===== src/rtl/cfto_pkg.sv =====
package cfto_pkg;

    localparam int NUM_CUES_DEFAULT = 16;

    localparam int AGE_W      = 16;
    localparam int COUNT_W    = 4;
    localparam int CUE_WORD_W = 16;
    localparam int KIND_W     = 2;
    localparam int CHANNEL_W  = 8;
    localparam int CFG_IDX_W  = 8;
    localparam int CFG_DATA_W = 16;

    localparam logic [AGE_W-1:0]   AGE_MAX          = '1;
    localparam logic [COUNT_W-1:0] COUNT_MAX        = '1;
    localparam logic [AGE_W-1:0]   HOLD_TIME_RESET  = AGE_W'(1000);
    localparam logic [COUNT_W-1:0] HOLD_LIMIT_RESET = COUNT_W'(3);

    typedef enum logic [KIND_W-1:0] {
        KIND_FIRE   = 2'd0,
        KIND_TICK   = 2'd1,
        KIND_ENABLE = 2'd2,
        KIND_NONE   = 2'd3
    } kind_t;

    localparam logic [CFG_IDX_W-1:0] CFG_HOLD_TIME  = CFG_IDX_W'(0);
    localparam logic [CFG_IDX_W-1:0] CFG_HOLD_LIMIT = CFG_IDX_W'(1);

endpackage


===== src/rtl/cfto_item_if.sv =====
interface cfto_item_if;
    import cfto_pkg::*;

    logic                 valid;
    logic                 ready;
    logic [KIND_W-1:0]    kind;
    logic [CHANNEL_W-1:0] channel;
    logic                 enable;

    modport source (output valid, output kind, output channel, output enable, input ready);
    modport sink   (input valid, input kind, input channel, input enable, output ready);
endinterface


===== src/rtl/cfto_result_if.sv =====
interface cfto_result_if;
    import cfto_pkg::*;

    logic                  valid;
    logic                  ready;
    logic [CUE_WORD_W-1:0] cue_word;
    logic                  status;
    logic                  output_enable_n;

    modport source (output valid, output cue_word, output status, output output_enable_n,
                    input ready);
    modport sink   (input valid, input cue_word, input status, input output_enable_n,
                    output ready);
endinterface


===== src/rtl/cfto_cfg_if.sv =====
interface cfto_cfg_if;
    import cfto_pkg::*;

    logic                  valid;
    logic                  ready;
    logic [CFG_IDX_W-1:0]  index;
    logic [CFG_DATA_W-1:0] data;

    modport source (output valid, output index, output data, input ready);
    modport sink   (input valid, input index, input data, output ready);
endinterface


===== src/rtl/cfto_age_mem.sv =====
module cfto_age_mem #(
    parameter int DEPTH = cfto_pkg::NUM_CUES_DEFAULT,
    parameter int AW    = 4
) (
    input  logic                       clk,
    input  logic                       rst_n,
    input  logic                       wr_en,
    input  logic [AW-1:0]              wr_addr,
    input  logic [cfto_pkg::AGE_W-1:0] wr_data,
    input  logic                       rd_en,
    input  logic [AW-1:0]              rd_addr,
    output logic [cfto_pkg::AGE_W-1:0] rd_data
);
    import cfto_pkg::*;

    logic [AGE_W-1:0] mem [DEPTH];
    logic [DEPTH-1:0] written_reg;
    logic [AGE_W-1:0] rd_data_reg;
    logic             rd_hit_reg;

    always_ff @(posedge clk)
    begin
        if (wr_en)
        begin
            mem[wr_addr] <= wr_data;
        end
        if (rd_en)
        begin
            rd_data_reg <= mem[rd_addr];
            rd_hit_reg  <= written_reg[rd_addr];
        end
    end

    // an entry never written reads as a saturated age
    always_ff @(posedge clk or negedge rst_n)
    begin
        if (!rst_n)
        begin
            written_reg <= '0;
        end
        else if (wr_en)
        begin
            written_reg[wr_addr] <= 1'b1;
        end
    end

    assign rd_data = rd_hit_reg ? rd_data_reg : AGE_MAX;
endmodule


===== src/rtl/cfto_age_alu.sv =====
module cfto_age_alu (
    input  logic [cfto_pkg::AGE_W-1:0] age,
    input  logic [cfto_pkg::AGE_W-1:0] hold_time,
    output logic [cfto_pkg::AGE_W-1:0] next_age,
    output logic                       expired
);
    import cfto_pkg::*;

    always_comb
    begin
        next_age = (age == AGE_MAX) ? age : age + AGE_W'(1);
        expired  = next_age > hold_time;
    end
endmodule


===== src/rtl/cue_firing_timed_outputs_core.sv =====
// Cue output word with per-cue auto-off timers. Items arrive on req and each one returns
// exactly one result on rsp: the cue word (bit i drives cue i+1), a status bit set when a
// fire names a channel outside 1..NUM_CUES, and the active-low output enable level. A
// fire, enable or unused item passes through the EXEC and DONE states, its result loaded as
// it leaves DONE; a tick passes through the WALK and DONE states instead, its cue word set by a
// walk over the cue age memory in WALK, one entry per cycle through its single read and
// single write port and one shared saturating increment/compare unit. req.ready is high only
// between items; a result waiting in the output register does not hold off the next item.
// hold_time and hold_limit are written on cfg at indexes 0 and 1, which always accepts; write
// them only while no item is in flight.
module cue_firing_timed_outputs_core #(
    parameter int NUM_CUES = cfto_pkg::NUM_CUES_DEFAULT
) (
    input  logic          clk,
    input  logic          rst_n,
    cfto_item_if.sink     req,
    cfto_result_if.source rsp,
    cfto_cfg_if.sink      cfg
);
    import cfto_pkg::*;

    localparam int AW = (NUM_CUES > 1) ? $clog2(NUM_CUES) : 1;
    localparam int CW = $clog2(NUM_CUES + 1);

    typedef enum logic [3:0] {
        ST_IDLE = 4'b0001,
        ST_EXEC = 4'b0010,
        ST_WALK = 4'b0100,
        ST_DONE = 4'b1000
    } state_t;

    state_t                state_reg, state_next;
    logic [KIND_W-1:0]     kind_reg, kind_next;
    logic [CHANNEL_W-1:0]  channel_reg, channel_next;
    logic                  enable_in_reg, enable_in_next;
    logic [CW-1:0]         idx_reg, idx_next;
    logic [NUM_CUES-1:0]   cue_bits_reg, cue_bits_next;
    logic [COUNT_W-1:0]    fire_count_reg, fire_count_next;
    logic                  enable_n_reg, enable_n_next;
    logic                  status_reg, status_next;
    logic [AGE_W-1:0]      hold_time_reg;
    logic [COUNT_W-1:0]    hold_limit_reg;
    logic                  rsp_valid_reg, rsp_valid_next;
    logic [CUE_WORD_W-1:0] rsp_word_reg;
    logic                  rsp_status_reg;
    logic                  rsp_oen_reg;
    logic                  load_rsp;

    logic                  ch_ok;
    logic [CHANNEL_W-1:0]  ch_m1;
    logic [AW-1:0]         fire_addr;
    logic [CW-1:0]         prev_cnt;
    logic [AW-1:0]         prev_addr;
    logic [NUM_CUES-1:0]   fire_base;
    logic [COUNT_W-1:0]    count_base;

    logic                  mem_wr_en;
    logic [AW-1:0]         mem_wr_addr;
    logic [AGE_W-1:0]      mem_wr_data;
    logic                  mem_rd_en;
    logic [AGE_W-1:0]      mem_rd_data;
    logic [AGE_W-1:0]      alu_next_age;
    logic                  alu_expired;

    cfto_age_mem #(
        .DEPTH (NUM_CUES),
        .AW    (AW)
    ) u_age_mem (
        .clk     (clk),
        .rst_n   (rst_n),
        .wr_en   (mem_wr_en),
        .wr_addr (mem_wr_addr),
        .wr_data (mem_wr_data),
        .rd_en   (mem_rd_en),
        .rd_addr (idx_reg[AW-1:0]),
        .rd_data (mem_rd_data)
    );

    cfto_age_alu u_age_alu (
        .age       (mem_rd_data),
        .hold_time (hold_time_reg),
        .next_age  (alu_next_age),
        .expired   (alu_expired)
    );

    assign ch_ok     = (channel_reg != '0) && (channel_reg <= CHANNEL_W'(NUM_CUES));
    assign ch_m1     = channel_reg - CHANNEL_W'(1);
    assign fire_addr = ch_m1[AW-1:0];
    assign prev_cnt  = idx_reg - CW'(1);
    assign prev_addr = prev_cnt[AW-1:0];

    assign req.ready = (state_reg == ST_IDLE);
    assign cfg.ready = 1'b1;

    assign rsp.valid           = rsp_valid_reg;
    assign rsp.cue_word        = rsp_word_reg;
    assign rsp.status          = rsp_status_reg;
    assign rsp.output_enable_n = rsp_oen_reg;

    always_comb
    begin
        state_next      = state_reg;
        kind_next       = kind_reg;
        channel_next    = channel_reg;
        enable_in_next  = enable_in_reg;
        idx_next        = idx_reg;
        cue_bits_next   = cue_bits_reg;
        fire_count_next = fire_count_reg;
        enable_n_next   = enable_n_reg;
        status_next     = status_reg;
        load_rsp        = 1'b0;
        mem_wr_en       = 1'b0;
        mem_wr_addr     = fire_addr;
        mem_wr_data     = '0;
        mem_rd_en       = 1'b0;
        fire_base       = cue_bits_reg;
        count_base      = fire_count_reg;

        case (state_reg)
            ST_IDLE:
            begin
                if (req.valid)
                begin
                    kind_next      = req.kind;
                    channel_next   = req.channel;
                    enable_in_next = req.enable;
                    idx_next       = '0;
                    status_next    = 1'b0;
                    state_next     = (req.kind == KIND_TICK) ? ST_WALK : ST_EXEC;
                end
            end
            ST_EXEC:
            begin
                case (kind_reg)
                    KIND_FIRE:
                    begin
                        if (ch_ok)
                        begin
                            // clear everything first once the fire count passes the limit
                            if (fire_count_reg > hold_limit_reg)
                            begin
                                fire_base  = '0;
                                count_base = '0;
                            end
                            cue_bits_next   = fire_base | (NUM_CUES'(1) << fire_addr);
                            fire_count_next = (count_base == COUNT_MAX) ? count_base
                                                                        : count_base + COUNT_W'(1);
                            mem_wr_en       = 1'b1;
                        end
                        else
                        begin
                            status_next = 1'b1;
                        end
                    end
                    KIND_ENABLE:
                    begin
                        cue_bits_next = '0;
                        enable_n_next = ~enable_in_reg;
                    end
                    default:
                    begin
                    end
                endcase
                state_next = ST_DONE;
            end
            ST_WALK:
            begin
                // read entry idx while aging and writing back entry idx-1
                mem_rd_en = (idx_reg < CW'(NUM_CUES));
                if (idx_reg != '0)
                begin
                    mem_wr_en   = 1'b1;
                    mem_wr_addr = prev_addr;
                    mem_wr_data = alu_next_age;
                    if (alu_expired)
                    begin
                        cue_bits_next = cue_bits_reg & ~(NUM_CUES'(1) << prev_addr);
                    end
                end
                idx_next = idx_reg + CW'(1);
                if (idx_reg == CW'(NUM_CUES))
                begin
                    state_next = ST_DONE;
                end
            end
            ST_DONE:
            begin
                if (!rsp_valid_reg || rsp.ready)
                begin
                    load_rsp   = 1'b1;
                    state_next = ST_IDLE;
                end
            end
            default:
            begin
                state_next = ST_IDLE;
            end
        endcase

        if (load_rsp)
        begin
            rsp_valid_next = 1'b1;
        end
        else if (rsp.ready)
        begin
            rsp_valid_next = 1'b0;
        end
        else
        begin
            rsp_valid_next = rsp_valid_reg;
        end
    end

    always_ff @(posedge clk or negedge rst_n)
    begin
        if (!rst_n)
        begin
            state_reg      <= ST_IDLE;
            cue_bits_reg   <= '0;
            fire_count_reg <= '0;
            enable_n_reg   <= 1'b1;
            hold_time_reg  <= HOLD_TIME_RESET;
            hold_limit_reg <= HOLD_LIMIT_RESET;
            rsp_valid_reg  <= 1'b0;
        end
        else
        begin
            state_reg      <= state_next;
            cue_bits_reg   <= cue_bits_next;
            fire_count_reg <= fire_count_next;
            enable_n_reg   <= enable_n_next;
            rsp_valid_reg  <= rsp_valid_next;
            if (cfg.valid && (cfg.index == CFG_HOLD_TIME))
            begin
                hold_time_reg <= cfg.data[AGE_W-1:0];
            end
            if (cfg.valid && (cfg.index == CFG_HOLD_LIMIT))
            begin
                hold_limit_reg <= cfg.data[COUNT_W-1:0];
            end
        end
    end

    always_ff @(posedge clk)
    begin
        kind_reg      <= kind_next;
        channel_reg   <= channel_next;
        enable_in_reg <= enable_in_next;
        idx_reg       <= idx_next;
        status_reg    <= status_next;
        if (load_rsp)
        begin
            rsp_word_reg   <= CUE_WORD_W'(cue_bits_reg);
            rsp_status_reg <= status_reg;
            rsp_oen_reg    <= enable_n_reg;
        end
    end
endmodule


===== src/flat_wrapper.sv =====
// flat-port wrapper written by rule: the top's interface ports become plain ports
module cue_firing_timed_outputs_core_flat import cfto_pkg::*;
#(
    parameter int NUM_CUES = cfto_pkg::NUM_CUES_DEFAULT
)
  (clk, rst_n, req_valid, req_kind, req_channel, req_enable, req_ready, rsp_valid, rsp_cue_word, rsp_status, rsp_output_enable_n, rsp_ready, cfg_valid, cfg_index, cfg_data, cfg_ready);
  cfto_item_if req_i ();
  cfto_result_if rsp_i ();
  cfto_cfg_if cfg_i ();
  input  logic clk;
  input  logic rst_n;
  input wire logic [$bits(req_i.valid)-1:0] req_valid;
  input wire logic [$bits(req_i.kind)-1:0] req_kind;
  input wire logic [$bits(req_i.channel)-1:0] req_channel;
  input wire logic [$bits(req_i.enable)-1:0] req_enable;
  output wire logic [$bits(req_i.ready)-1:0] req_ready;
  output wire logic [$bits(rsp_i.valid)-1:0] rsp_valid;
  output wire logic [$bits(rsp_i.cue_word)-1:0] rsp_cue_word;
  output wire logic [$bits(rsp_i.status)-1:0] rsp_status;
  output wire logic [$bits(rsp_i.output_enable_n)-1:0] rsp_output_enable_n;
  input wire logic [$bits(rsp_i.ready)-1:0] rsp_ready;
  input wire logic [$bits(cfg_i.valid)-1:0] cfg_valid;
  input wire logic [$bits(cfg_i.index)-1:0] cfg_index;
  input wire logic [$bits(cfg_i.data)-1:0] cfg_data;
  output wire logic [$bits(cfg_i.ready)-1:0] cfg_ready;
  assign req_i.valid = req_valid;
  assign req_i.kind = req_kind;
  assign req_i.channel = req_channel;
  assign req_i.enable = req_enable;
  assign req_ready = req_i.ready;
  assign rsp_valid = rsp_i.valid;
  assign rsp_cue_word = rsp_i.cue_word;
  assign rsp_status = rsp_i.status;
  assign rsp_output_enable_n = rsp_i.output_enable_n;
  assign rsp_i.ready = rsp_ready;
  assign cfg_i.valid = cfg_valid;
  assign cfg_i.index = cfg_index;
  assign cfg_i.data = cfg_data;
  assign cfg_ready = cfg_i.ready;
  cue_firing_timed_outputs_core #(.NUM_CUES(NUM_CUES)) u_core (.clk(clk), .rst_n(rst_n), .req(req_i), .rsp(rsp_i), .cfg(cfg_i));
endmodule

===== config.mk =====
export PLATFORM = sky130hd
export DESIGN_NAME = cue_firing_timed_outputs_core_flat
export DESIGN_NICKNAME = d
export VERILOG_FILES = /design/src/rtl/cfto_pkg.sv /design/src/rtl/cfto_item_if.sv /design/src/rtl/cfto_result_if.sv /design/src/rtl/cfto_cfg_if.sv /design/src/rtl/cfto_age_mem.sv /design/src/rtl/cfto_age_alu.sv /design/src/rtl/cue_firing_timed_outputs_core.sv /design/src/flat_wrapper.sv
export SDC_FILE = /design/constraint.sdc
export NUM_CORES = 1
export LEC_CHECK = 0
export ABC_AREA = 1
export CORE_MARGIN = 2
export CORE_UTILIZATION = 45
export CTS_CLUSTER_DIAMETER = 40
export DETAILED_ROUTE_END_ITERATION = 8
export DONT_BUFFER_PORTS = 1
export PLACE_DENSITY = 0.7
export SYNTH_ARGS = -nofsm -noshare
export SYNTH_HDL_FRONTEND = slang
export SYNTH_SLANG_ARGS = --single-unit

===== constraint.sdc =====
create_clock -name clk -period 4.12 [get_ports clk]
set_input_delay 0.206 -clock clk [delete_from_list [all_inputs] [get_ports clk]]
set_output_delay 0.206 -clock clk [all_outputs]
set_load 0.005 [all_outputs]

==> metrics.txt, run 1 <==
final setup vio count 0; vias in the first global route 11000; FFs w/ async S/R, synth 16.76%; fmax 0.2752 GHz; initial core utilization 45.77%; outcome finished with violations; worst-path maximum fanout 22; crit-path cells inv_2, nor2_1, inv_1, ha_1, inv_1, nor3_2, nand3_4, nand2_1, xor2_1, inv_1, ha_1, nand2_1, inv_1, nand2_1, nand2_1, nand2_1, nand2_1, nand2_1, nand2_1, nand2_1, nand2_2, nand2_4, nand2_1, nand2_1; Die W 194.4 um; R2R setup slack 0.49 ns; Yosys reg bits 370; slew of the pin with the lowest slew margin 1.289 ns; CP required 4.57 ns; Worst Clk Skew 0.02327 ns; design area 0.01887 mm^2; overall routing resource usage 20.63%; Clock transition at path regs 0.06 ns; CP Depth 24; reg2reg end u_core.cue_bits_reg[0]; first-pass GRT wire length 60.78 mm; total grt overflow 0; Core Box Area 0.03566 mm^2; DIE HEIGHT 194.4 um; Crit path buffers/inverters 5; sequential share of power 40.2%; Gate Count Post-Synth 1491; Switching Share 32.74%; worst-skew pair later-pin latency 0.58 ns; CTS sink cnt 370; R2R depth 24; arrival time worst endpoint 4.08 ns; vias 11250; CP max stage cell edfxtp_1; Routed Wire Length 38.88 mm; launching element type of the critical path flop; Layout area overhead 15.65%; Non-Filler Instances 2040; final max-slew violation count 0; Post-DP Area 0.01688 mm^2; Leak Pwr 0.006866 uW; final hold violation count 0; sequential fraction of the synthesis area 66.25%; drt pass-1 iters 7; initial antenna violation count 0; share of cells above drive strength 1 11.46%; DP HPWL 23.04 mm; P_int 7674 uW; critical path class flop to flop; full die area 0.03781 mm^2; VDD IR max 0.3427 mV; top cell family by delay on the critical path simple AND/OR/NAND/NOR gates; DRC 10; Cell Pwr Density 604.5 mW/mm^2; fin crit share 88.19%; most frequent CP cell nand2_1; Hold WS 0.2218 ns; Syn. warnings 0; max_cap viols 0; crit end category flop; Clk pwr share 36.7%; Worst slew margin 14.06%; Comb pwr share 23.2%; Max stage delay on crit path 0.44 ns; Top reg by flops u_core.u_age_mem.mem; Synthesized Nets 1563; setup slack at placement 0.1961 ns; P_sw 3736 uW; failing checks design-rule violations; Clock Path Buffers 3; max reg flops 256; cts bufs inserted 46; row count 69; nets 1615; Setup WS post-layout 0.4866 ns; crit path to u_core.cue_bits_reg[0]; Hold WC Path Type primary input to asynchronous set/reset pin; DRT antenna net count 0; most common flop cell mapped by yosys edfxtp_1; Iteration-0 DRC Markers 1241; pin count of the biggest net entering global routing 109; drt wl/cell 19.06 um; port buffer count 0; Final TNS setup 0 ns; worst reg2reg path startpoint u_core.u_age_mem.rd_hit_reg; CTS root buf clkbuf_16; Mean Syn Cell Area 10.95 um^2; Post-synth EDFFs 308; n_diodes 0; Final Critical Period 3.633 ns; Distinct cells, synth 47; Netlist Area Pre-Place 0.01632 mm^2; CTS H-tree depth 2; RePlAce Congestion 0.8684; CP startpoint u_core.u_age_mem.rd_hit_reg; CTS tree done; via/cell ratio 5.517; Placed Cells 1920; Boundary Pins 61
-- power by group through the flow --
stage | Clock, uW | Sequential (uW) | Combinational [uW]
floorplan | 0 | 4610 | 1870
global placement | 0 | 4640 | 2510
detailed placement | 0 | 4650 | 2570
CTS | 4240 | 4580 | 2630
global route | 4390 | 4610 | 2930
finish | 4180 | 4580 | 2640
-- logic make-up (layout without fill, tap and decap cells) --
group,Yosys count,in the layout,synth area share [%]
AO/OA/AOI/OAI,284,284,9.414
other,1,1,0.02298
AND/OR/NAND/NOR,624,624,16.59
adder cells (fa/ha/maj),32,32,2.453
flip-flops,370,370,66.25
buffers and inverters,166,254,4.193
XOR/XNOR,14,14,1.073
-- Yosys cell counts (5+ instances only) --
cell      number  area share [%]
nand3_2        6            0.37
nand2_1      262             6.0
or2_1          5            0.19
dfstp_2       10             1.6
dfrtp_1       52             8.0
nor3_1        10            0.31
ha_1          32             2.5
inv_2         11            0.25
nand4_1       24            0.92
edfxtp_1     308              57
o21ai_0      164             5.0
o21ai_2        5            0.27
inv_1         87             2.0
buf_2         10            0.31
a21oi_1       41             1.3
o22ai_1       64             2.5
nor2_1       212             4.9
nor2_2         5            0.19
clkbuf_1      47             1.1
xor2_1         6            0.32
nand3_1       79             2.4
-- how the worst min path moves through the flow --
stage | end | from | cells past startpoint | slack [ns]
after floorplan | u_core.cue_bits_reg[0] | rst_n | 0 | -0.09
after global placement | u_core.rsp.valid | rst_n | 0 | -0.09
after detailed placement | u_core.rsp.valid | rst_n | 0 | -0.09
after CTS | u_core.cue_bits_reg[7] | rst_n | 2 | 0.21
after global routing | u_core.cue_bits_reg[14] | rst_n | 2 | 0.25
final | u_core.cue_bits_reg[7] | rst_n | 2 | 0.22
-- worst reg2reg max path: stages, from the launching register on --
cell	delay [ns]
edfxtp_1	0.44
inv_2	0.22
nor2_1	0.13
inv_1	0.08
ha_1	0.18
inv_1	0.06
nor3_2	0.35
nand3_4	0.26
nand2_1	0.16
xor2_1	0.20
inv_1	0.07
ha_1	0.29
nand2_1	0.07
inv_1	0.05
nand2_1	0.05
nand2_1	0.05
nand2_1	0.04
nand2_1	0.05
nand2_1	0.04
nand2_1	0.05
nand2_1	0.08
nand2_2	0.26
nand2_4	0.19
nand2_1	0.11
nand2_1	0.06
-- metal layers --
metal | GRT usage [%] | vias up | part of all wire, %
li1 | - | 5318 | -
met1 | 27.34 | 5390 | 42
met4 | 8.205 | 0 | 3.4
met3 | 4.321 | 100 | 7.2
met5 | 0 | - | 0
met2 | 33.39 | 446 | 47
-- area by class of cell --
type / count / area (um^2)
timing repair buffer: 71 / 640.6
clock inverter: 34 / 439.2
inverter: 99 / 372.9
sequential: 370 / 10810
multi-input combinational: 955 / 4866
fill: 2948 / 16780
tap: 461 / 576.8
clock buffer: 50 / 1166
-- cells in the final DEF (no fill, tap or decap), drive strengths merged --
cell type,count
a21oi,41
or2,8
o211ai,1
nor4,1
o21ai,172
nor3,14
o22ai,64
buf,36
nand3b,1
xnor2,6
conb,1
clkinv,17
ha,32
nand3,87
a31oi,1
nor2,218
dfstp,10
inv,104
nand4,24
and2,1
clkinvlp,5
a21o,1
bufinv,7
xor2,8
dfrtp,52
edfxtp,308
and3,1
o21bai,3
nand2,269
dlygate4sd3,35
clkbuf,50
o31ai,1
-- per-stage QoR --
step / total power [uW] / utilization, %
floorplan: 6484 / -
global placement: 7153 / 47.35
detailed placement: 7222 / 47.35
CTS: 11440 / 52.91
global route: 11930 / 52.94
finish: 11410 / 52.94
-- repair_timing --
action / in CTS / in global routing
hold buffers: 36 / 0
buffers inserted: 0 / 0
resized for setup: 0 / 2
setup endpoints to repair: 0 / 16
endpoints found under the hold margin: 98 / 0
(Power assumes the default switching activity.)
==> run 2, diff against run 1 <==
--- a/config.mk
+++ b/config.mk
@@ -12,6 +12,7 @@
 export DETAILED_ROUTE_END_ITERATION = 8
 export DONT_BUFFER_PORTS = 1
 export PLACE_DENSITY = 0.7
+export REMOVE_ABC_BUFFERS = 1
 export SYNTH_ARGS = -nofsm -noshare
 export SYNTH_HDL_FRONTEND = slang
 export SYNTH_SLANG_ARGS = --single-unit
==> run 2 against run 1 <==
  * Maximum frequency shrank 0.51%
  * Clock power shrank 9.8%
  * Largest power group unchanged
  * The flow still finishes with violations (design-rule violations)
  * Highest routed layer unchanged
  * Total power shrank 3.8%
==> metrics.txt, run 2 (synthesis gave the netlist of run 1 again) <==
initial core utilization 45.77% (unchanged); max reg flops 256 (unchanged); Core Box Area 0.03566 mm^2 (unchanged); total grt overflow 0 (unchanged); worst-skew pair later-pin latency 0.56 ns (was 0.58 ns); arrival time worst endpoint 4.09 ns (was 4.08 ns); R2R setup slack 0.47 ns (was 0.49 ns); DRC 18 (was 10); share of cells above drive strength 1 11.20% (was 11.46%); CTS sink cnt 370 (unchanged); CTS root buf clkbuf_16 (unchanged); crit end category flop (unchanged); port buffer count 0 (unchanged); commonest non-fill, non-tap cell in the layout edfxtp_1 (unchanged); outcome finished with violations (unchanged); VDD IR max 0.3506 mV (was 0.3427 mV); cts bufs inserted 43 (was 46); full die area 0.03781 mm^2 (unchanged); Leak Pwr 0.006779 uW (was 0.006866 uW); Hold WS 0.02816 ns (was 0.2218 ns); Top reg by flops u_core.u_age_mem.mem (unchanged); worst-path maximum fanout 17 (was 22); Layout area overhead 14.48% (was 15.65%); cts hold-fix bufs 34 (was 36); CP required 4.56 ns (was 4.57 ns); final max-slew violation count 0 (unchanged); RePlAce Congestion 0.8654 (was 0.8684); slew of the pin with the lowest slew margin 1.295 ns (was 1.289 ns); initial antenna violation count 2 (was 0); max_cap viols 0 (unchanged); Die W 194.4 um (unchanged); vias in the first global route 10910 (was 11000); Hold WC Path Type primary input to flop (was primary input to asynchronous set/reset pin); Final Critical Period 3.652 ns (was 3.633 ns); fin crit share 88.64% (was 88.19%); via/cell ratio 5.515 (was 5.517); final setup vio count 0 (unchanged); fmax 0.2738 GHz (was 0.2752 GHz); Final TNS setup 0 ns (unchanged); Routed Wire Length 39.44 mm (was 38.88 mm); CTS tree done (unchanged); Boundary Pins 61 (unchanged); CTS H-tree depth 2 (unchanged); DP HPWL 23.64 mm (was 23.04 mm); commonest cells after routing, fill and taps aside edfxtp_1 (308), nand2_1 (262), nor2_1 (199) (was edfxtp_1 (308), nand2_1 (261), nor2_1 (199)); RSZ-0062 raised after global routing no; Iteration-0 DRC Markers 1143 (was 1241); post-CTS resize count 0 (unchanged); DIE HEIGHT 194.4 um (unchanged); critical path class flop to flop (unchanged); Layout fillers 2961 (was 2948); nets 1611 (was 1615); Worst slew margin 13.67% (was 14.06%); failing checks design-rule violations (unchanged); Clock transition at path regs 0.06 ns (about the same); DRT antenna net count 0 (unchanged); first-pass GRT wire length 62.22 mm (was 60.78 mm); final hold violation count 0 (unchanged); post-CTS setup buffers 0 (unchanged); vias 11220 (was 11250); drt wl/cell 19.38 um (was 19.06 um); Clock Path Buffers 3 (unchanged); launching element type of the critical path flop (unchanged); overall routing resource usage 21.10% (was 20.63%); pin count of the biggest net entering global routing 77 (was 109); Worst Clk Skew 0.02298 ns (was 0.02327 ns); row count 69 (unchanged); drt pass-1 iters 7 (unchanged); Cell Pwr Density 587.5 mW/mm^2 (was 604.5 mW/mm^2)
==> run 2: where the power goes <==
| group | total [uW] | switching, uW | internal, uW |
|---|---|---|---|
| combinational | 2630 | 1910 | 712 |
| sequential | 4580 | 153 | 4430 |
| clock | 3770 | 1550 | 2220 |
==> run 2: per-stage QoR <==
| step | power (uW) | cells | utilization [%] | setup slack [ns] | cell area [um^2] |
|---|---|---|---|---|---|
| floorplan | 6354 | 1424 | - | -2.070 | 16010 |
| global placement | 7145 | 1921 | 47.37 | 0.6451 | 16890 |
| detailed placement | 7204 | 1921 | 47.37 | 0.4927 | 16890 |
| CTS | 11020 | 2033 | 52.39 | 0.4940 | 18680 |
| global route | 11530 | 2033 | 52.39 | 0.08114 | 18680 |
| finish | 10980 | 2035 | 52.40 | 0.4679 | 18680 |
==> run 2: per-layer routing <==
layer  part of all wire (%)  GRT usage, %
met5                      0             0
met4                    2.8         7.265
met3                    7.7         3.887
met2                     47         33.78
met1                     42         29.09
==> run 2: layout make-up <==
cell class,instances,area (um^2),area share [%]
Tap cell,461,576.8,3.087
Clock buffer,49,1109,5.933
Clock inverter,29,324.1,1.734
Multi-Input combinational cell,955,4856,25.99
Inverter,99,372.9,1.996
Antenna cell,2,5.005,0.02679
Sequential cell,370,10810,57.87
Timing Repair Buffer,70,628.1,3.362
==> run 2: critical path, cell delays in order (launching register included) <==
cell and delay [ns]:
edfxtp_1 0.45, inv_2 0.24, nor2_1 0.14, inv_1 0.08
ha_1 0.17, inv_1 0.07, nor3_2 0.30, nand3_2 0.29
nand2_1 0.15, xor2_1 0.20, inv_1 0.06, ha_1 0.29
nand2_1 0.07, inv_1 0.05, nand2_1 0.04, nand2_1 0.06
nand2_1 0.05, nand2_1 0.06, nand2_1 0.04, nand2_1 0.05
nand2_1 0.07, nand2_1 0.07, buf_4 0.21, nand2_4 0.14
nand2_1 0.10, nand2_1 0.06
==> run 2: final timing paths <==
| check | from | endpoint | depth (start not counted) |
|---|---|---|---|
| worst max-delay path | u_core.u_age_mem.rd_hit_reg | u_core.cue_bits_reg[12] | 25 |
| worst min-delay path | cfg_index[0] | u_core.hold_limit_reg[2] | 2 |
| worst max register to register | u_core.u_age_mem.rd_hit_reg | u_core.cue_bits_reg[12] | 25 |
| worst min register to register | u_core.status_reg | u_core.rsp.status | 0 |
| max in group asynchronous | rst_n | u_core.hold_time_reg[7] | 2 |
| min in group asynchronous | rst_n | u_core.u_age_mem.written_reg[9] | 2 |
